<file path="src/rtl/core/pcs_div_pipe.sv">
// Pipelined restoring divider: one quotient bit per stage, 32 stages.
module pcs_div_pipe #(
   parameter int unsigned TagW = 1
) (
   input  logic            clock,
   input  logic            reset,
   input  logic            adv,
   input  logic            in_valid,
   input  logic [31:0]     in_num,
   input  logic [31:0]     in_den,
   input  logic [TagW-1:0] in_tag,
   output logic            out_valid,
   output logic [31:0]     out_quo,
   output logic [31:0]     out_rem,
   output logic [31:0]     out_den,
   output logic [TagW-1:0] out_tag
);
   localparam int unsigned Steps = 32;

   logic [Steps-1:0]         v_ff;
   logic [31:0]              rem_ff [Steps];
   logic [31:0]              quo_ff [Steps];
   logic [31:0]              den_ff [Steps];
   logic [TagW-1:0]          tag_ff [Steps];

   // advance valid bits with the data
   always_ff @(posedge clock) begin
      if (reset) v_ff <= '0;
      else if (adv) v_ff <= {v_ff[Steps-2:0], in_valid};
   end

   // one shift-subtract step per stage
   for (genvar s = 0; s < Steps; s++) begin : g_step
      logic [31:0]     rem_src;
      logic [31:0]     quo_src;
      logic [31:0]     den_src;
      logic [TagW-1:0] tag_src;
      logic [32:0]     trial_in;
      logic [32:0]     diff_in;
      if (s == 0) begin : g_head
         assign rem_src = '0;
         assign quo_src = in_num;
         assign den_src = in_den;
         assign tag_src = in_tag;
      end else begin : g_body
         assign rem_src = rem_ff[s-1];
         assign quo_src = quo_ff[s-1];
         assign den_src = den_ff[s-1];
         assign tag_src = tag_ff[s-1];
      end
      assign trial_in = {rem_src, quo_src[31]};
      assign diff_in = trial_in - {1'b0, den_src};
      always_ff @(posedge clock) begin
         if (adv) begin
            if (!diff_in[32]) begin
               rem_ff[s] <= diff_in[31:0];
               quo_ff[s] <= {quo_src[30:0], 1'b1};
            end else begin
               rem_ff[s] <= trial_in[31:0];
               quo_ff[s] <= {quo_src[30:0], 1'b0};
            end
            den_ff[s] <= den_src;
            tag_ff[s] <= tag_src;
         end
      end
   end

   assign out_valid = v_ff[Steps-1];
   assign out_quo = quo_ff[Steps-1];
   assign out_rem = rem_ff[Steps-1];
   assign out_den = den_ff[Steps-1];
   assign out_tag = tag_ff[Steps-1];
endmodule

</file>
<file path="config.mk">
export PLATFORM = sky130hd
export DESIGN_NAME = pcs_div_pipe
export DESIGN_NICKNAME = d
export VERILOG_FILES = /design/src/rtl/core/pcs_div_pipe.sv
export SDC_FILE = /design/constraint.sdc
export NUM_CORES = 2
export LEC_CHECK = 0
export BUFFER_PORTS_ARGS = -buffer_cell sky130_fd_sc_hd__clkbuf_2
export CORE_AREA = 2 2 375 655
export CTS_BUF_LIST = sky130_fd_sc_hd__clkbuf_8
export CTS_CLUSTER_SIZE = 24
export DETAILED_ROUTE_END_ITERATION = 10
export DIE_AREA = 0 0 377 657
export MAX_ROUTING_LAYER = met4
export PLACE_DENSITY_LB_ADDON = 0.1
export SLEW_MARGIN = 20
export SYNTH_ARGS = -nofsm -noshare
export SYNTH_HDL_FRONTEND = slang
export SYNTH_SLANG_ARGS = --single-unit
</file>
<file path="constraint.sdc">
create_clock -name clock -period 4.8 [get_ports clock]
set_input_delay 0.96 -clock clock [delete_from_list [all_inputs] [get_ports clock]]
set_output_delay 0.96 -clock clock [all_outputs]
set_load 0.005 [all_outputs]
</file>
==> qor.txt <==
Nets - 14458
synth warn - 0
P_leak - 69.89 nW
top cells by count, synth - 3103 x edfxtp_1, 1225 x inv_1, 994 x ha_1
final setup fails - 0
Yosys cell types - 91
Slew Viols, Final - 0
shortest period the worst path allows - 4.776 ns
Hold Path Class - primary input to flip-flop
mapped cell area - 156700 µm²
Fin. Hold Viols - 0
CTS root buffer - clkbuf_8
CP Class - flip-flop to flip-flop
net switching power - 43.41 mW
internal power - 72.05 mW
global-route wire length before repair - 552300 µm
Crit path required time - 5.64 ns
Setup crit start kind - flip-flop
register area share after synthesis - 0.5990
DRC violations left - 0
Tcrit/Tclk final - 0.9950
layout cells sized above 1 - 0.1216
Post-synth EDFFs - 3103
# port buffers - 166
fin area - 172700 µm²
DR iter-0 viols - 5650
Worst-Skew Late Latency - 1.09 ns
Multi-input gate area - 57250 µm²
core area - 242200 µm²
DRT antenna net count - 0
CTS Buf Count - 439
Layout Utilization - 0.7128
Detailed Place HPWL - 265600 µm
fmax - 209.4 MHz
Syn Nets - 13733
RePlAce Congestion - 0.9672
Initial Util - 0.6468
Seq. cell area - 93840 µm²
Final Non-Filler Cells - 16862
Crit Reg-Reg Startpoint - quo_ff[0][95]
crit-path max FO - 8
Fin Setup TNS - 0 ns
Rel. slew slack - 0.2718
area grow syn2layout - 10.22%
clock transition at the registers of the reported paths - 0.07 ns
outcome - finished, final reports clean
Die X - 377 µm
maximum VDD drop - 0.0004795 V
Seq cells post-synth - 3136
Syn Inst Count - 12639
Final Worst Setup Slack - 0.02411 ns
pre-CTS WS - -0.6076 ns
Async S/R FF share, synth - 0
Area after DPL - 163500 µm²
reg2reg path depth - 16
top cells by area, synth - edfxtp_1 59%, ha_1 7.9%, a21oi_1 3.2%, mux2_2 3.0%, inv_1 2.9%
Synth top area share - 0.5948
Die Y-Extent - 657 µm
max-cap viol count - 0
clock network fraction of total power - 0.172
largest net degree at the start of global routing - 206
DIE AREA - 247700 µm²
total gr overflow - 0
1st-pass router iterations - 6
Crit. End Element - flip-flop
TritonCTS clock tree - yes
dpl cells - 16002
ys flop type - edfxtp_1
syn avg cell area - 12.39 µm²
Least-Margin Pin Slew - 1.065 ns
drt wl/cell - 21.54 µm
Reg power frac - 0.367
number of fill cells - 16002
Comb pwr share - 0.461
final WL - 363200 µm
top-count cell post-synth - edfxtp_1
FF-to-FF End - rem_ff[0][97]
# rows - 239
Vias/cell - 5.985
initial antenna violation count - 5
worst endpoint data arrival time - 5.62 ns
Critical Path End - rem_ff[0][97]
Critical Path Start - quo_ff[0][95]
GRT Util Overall - 0.2964
P per Cell Area - 668.7 nW/µm²
number of global-route vias before repair - 109236
# IOs - 167
CTS Sinks - 3136
Sw Ratio - 0.3760
via count - 100914
number of H-tree levels - 5
Clock Skews - 0.1128 ns
Synth area leader - edfxtp_1
Reg2Reg Setup Slack - 0.02 ns
clock buffer depth - 4
==> repair_timing <==
action,in CTS,in global routing
cloned,0,6
setup endpoints to repair,141,258
pin swaps,1,14
endpoints found under the hold margin,31,0
hold buffers,31,0
resized for setup,14,50
buffers inserted,0,17
==> final cells by class <==
type / count / area share
flip-flops and latches: 3136 / 0.5435
multi-input cells: 7978 / 0.3316
clock buffers: 452 / 0.03603
repair buffers: 583 / 0.02807
inverters: 1226 / 0.02665
well taps: 3133 / 0.02270
clock inverters: 337 / 0.01126
diodes: 17 / 0.0002464
==> flip-flops by register name, summed over array words and instances, names as in the netlist <==
| register | cells |
|---|---|
| den_ff | 1024 |
| quo_ff | 1024 |
| tag_ff | 32 |
| v_ff | 32 |
| rem_ff | 1024 |
==> critical path: stages (launching register included) <==
cell	delay, ns
edfxtp_1	0.40
inv_2	0.09
ha_4	0.14
inv_2	0.04
fa_2	0.37
a21o_1	0.19
a311oi_2	0.26
nor2_2	0.12
a21o_1	0.27
o41a_1	0.56
a31o_4	0.33
a21o_1	0.18
o41a_1	0.41
mux2i_4	0.46
buf_12	0.22
buf_12	0.14
mux2_2	0.33
==> stage by stage <==
step                      hold slack (ns)  power (mW)
after global routing              0.07574       122.1
after floorplan                    0.4003       78.31
after detailed placement           0.4045       94.79
final                              0.1074       115.5
after CTS                         0.01337       114.8
after global placement             0.4002       92.33
==> worst min-delay path by stage <==
stage                   start              to  slack (ns)  cells after the start
2_1_floorplan   quo_ff[0][67]  quo_ff[0][100]        0.40                      0
3_3_place_gp   quo_ff[1][417]  quo_ff[1][450]        0.40                      0
3_5_place_dp   quo_ff[0][102]  quo_ff[0][135]        0.40                      0
4_1_cts             in_den[0]    den_ff[0][0]        0.01                      1
5_1_grt             in_den[0]    den_ff[0][0]        0.08                      1
6_report            in_den[0]    den_ff[0][0]        0.11                      1
==> power groups by stage <==
stage / Combinational (mW) / Clock [mW] / Sequential, mW
final: 53.2 / 19.9 / 42.4
after global routing: 57.9 / 21.3 / 42.9
after CTS: 52.3 / 20.2 / 42.3
after detailed placement: 51.9 / 0 / 42.8
after global placement: 49.8 / 0 / 42.5
after floorplan: 36.8 / 0 / 41.6
==> cells in the final DEF (no fill, tap or decap), types with 29 or more instances in the layout <==
master and n:
or2_2 35, buf_12 57, and2_1 81, a21boi_0 37, nor2b_1 128, nand2b_1 159
or3_1 36, nor3_1 113, fa_1 29, clkinv_1 109, clkbuf_8 452, o21bai_1 97
o21a_1 131, nand4_1 95, o211ai_1 50, buf_4 324, and3_1 78, inv_1 1338
a21o_1 438, edfxtp_1 3103, ha_1 993, a21oi_1 986, nand2_1 790, dfxtp_1 33
clkinv_2 77, clkbuf_2 165, xor2_1 342, o31ai_1 65, mux2i_1 61, nor2_1 712
o21ai_0 786, nand3_1 162, a211oi_1 71, xnor2_1 518, dlygate4sd3_1 31, mux2_2 411
a31oi_1 107
==> layer usage <==
| layer | vias up | GRT usage | share of wire |
|---|---|---|---|
| li1 | 47849 | - | - |
| met1 | 48812 | 0.2048 | 0.27 |
| met2 | 2697 | 0.6219 | 0.61 |
| met3 | 1556 | 0.03278 | 0.029 |
| met4 | 0 | 0.2316 | 0.095 |
| met5 | - | - | 0 |
==> cell families after synthesis <==
| kind of cell | count (synthesis) | synth area share |
|---|---|---|
| buffers and inverters | 1525 | 0.03803 |
| muxes | 479 | 0.03398 |
| DFF | 3136 | 0.5990 |
| adders and majority gates | 1025 | 0.08335 |
| AOI/OAI and AO/OA | 3098 | 0.1221 |
| and+or+nand+nor | 2513 | 0.07520 |
| xor gates and xnor gates | 863 | 0.04830 |
Power figures use the tool's default switching activity.
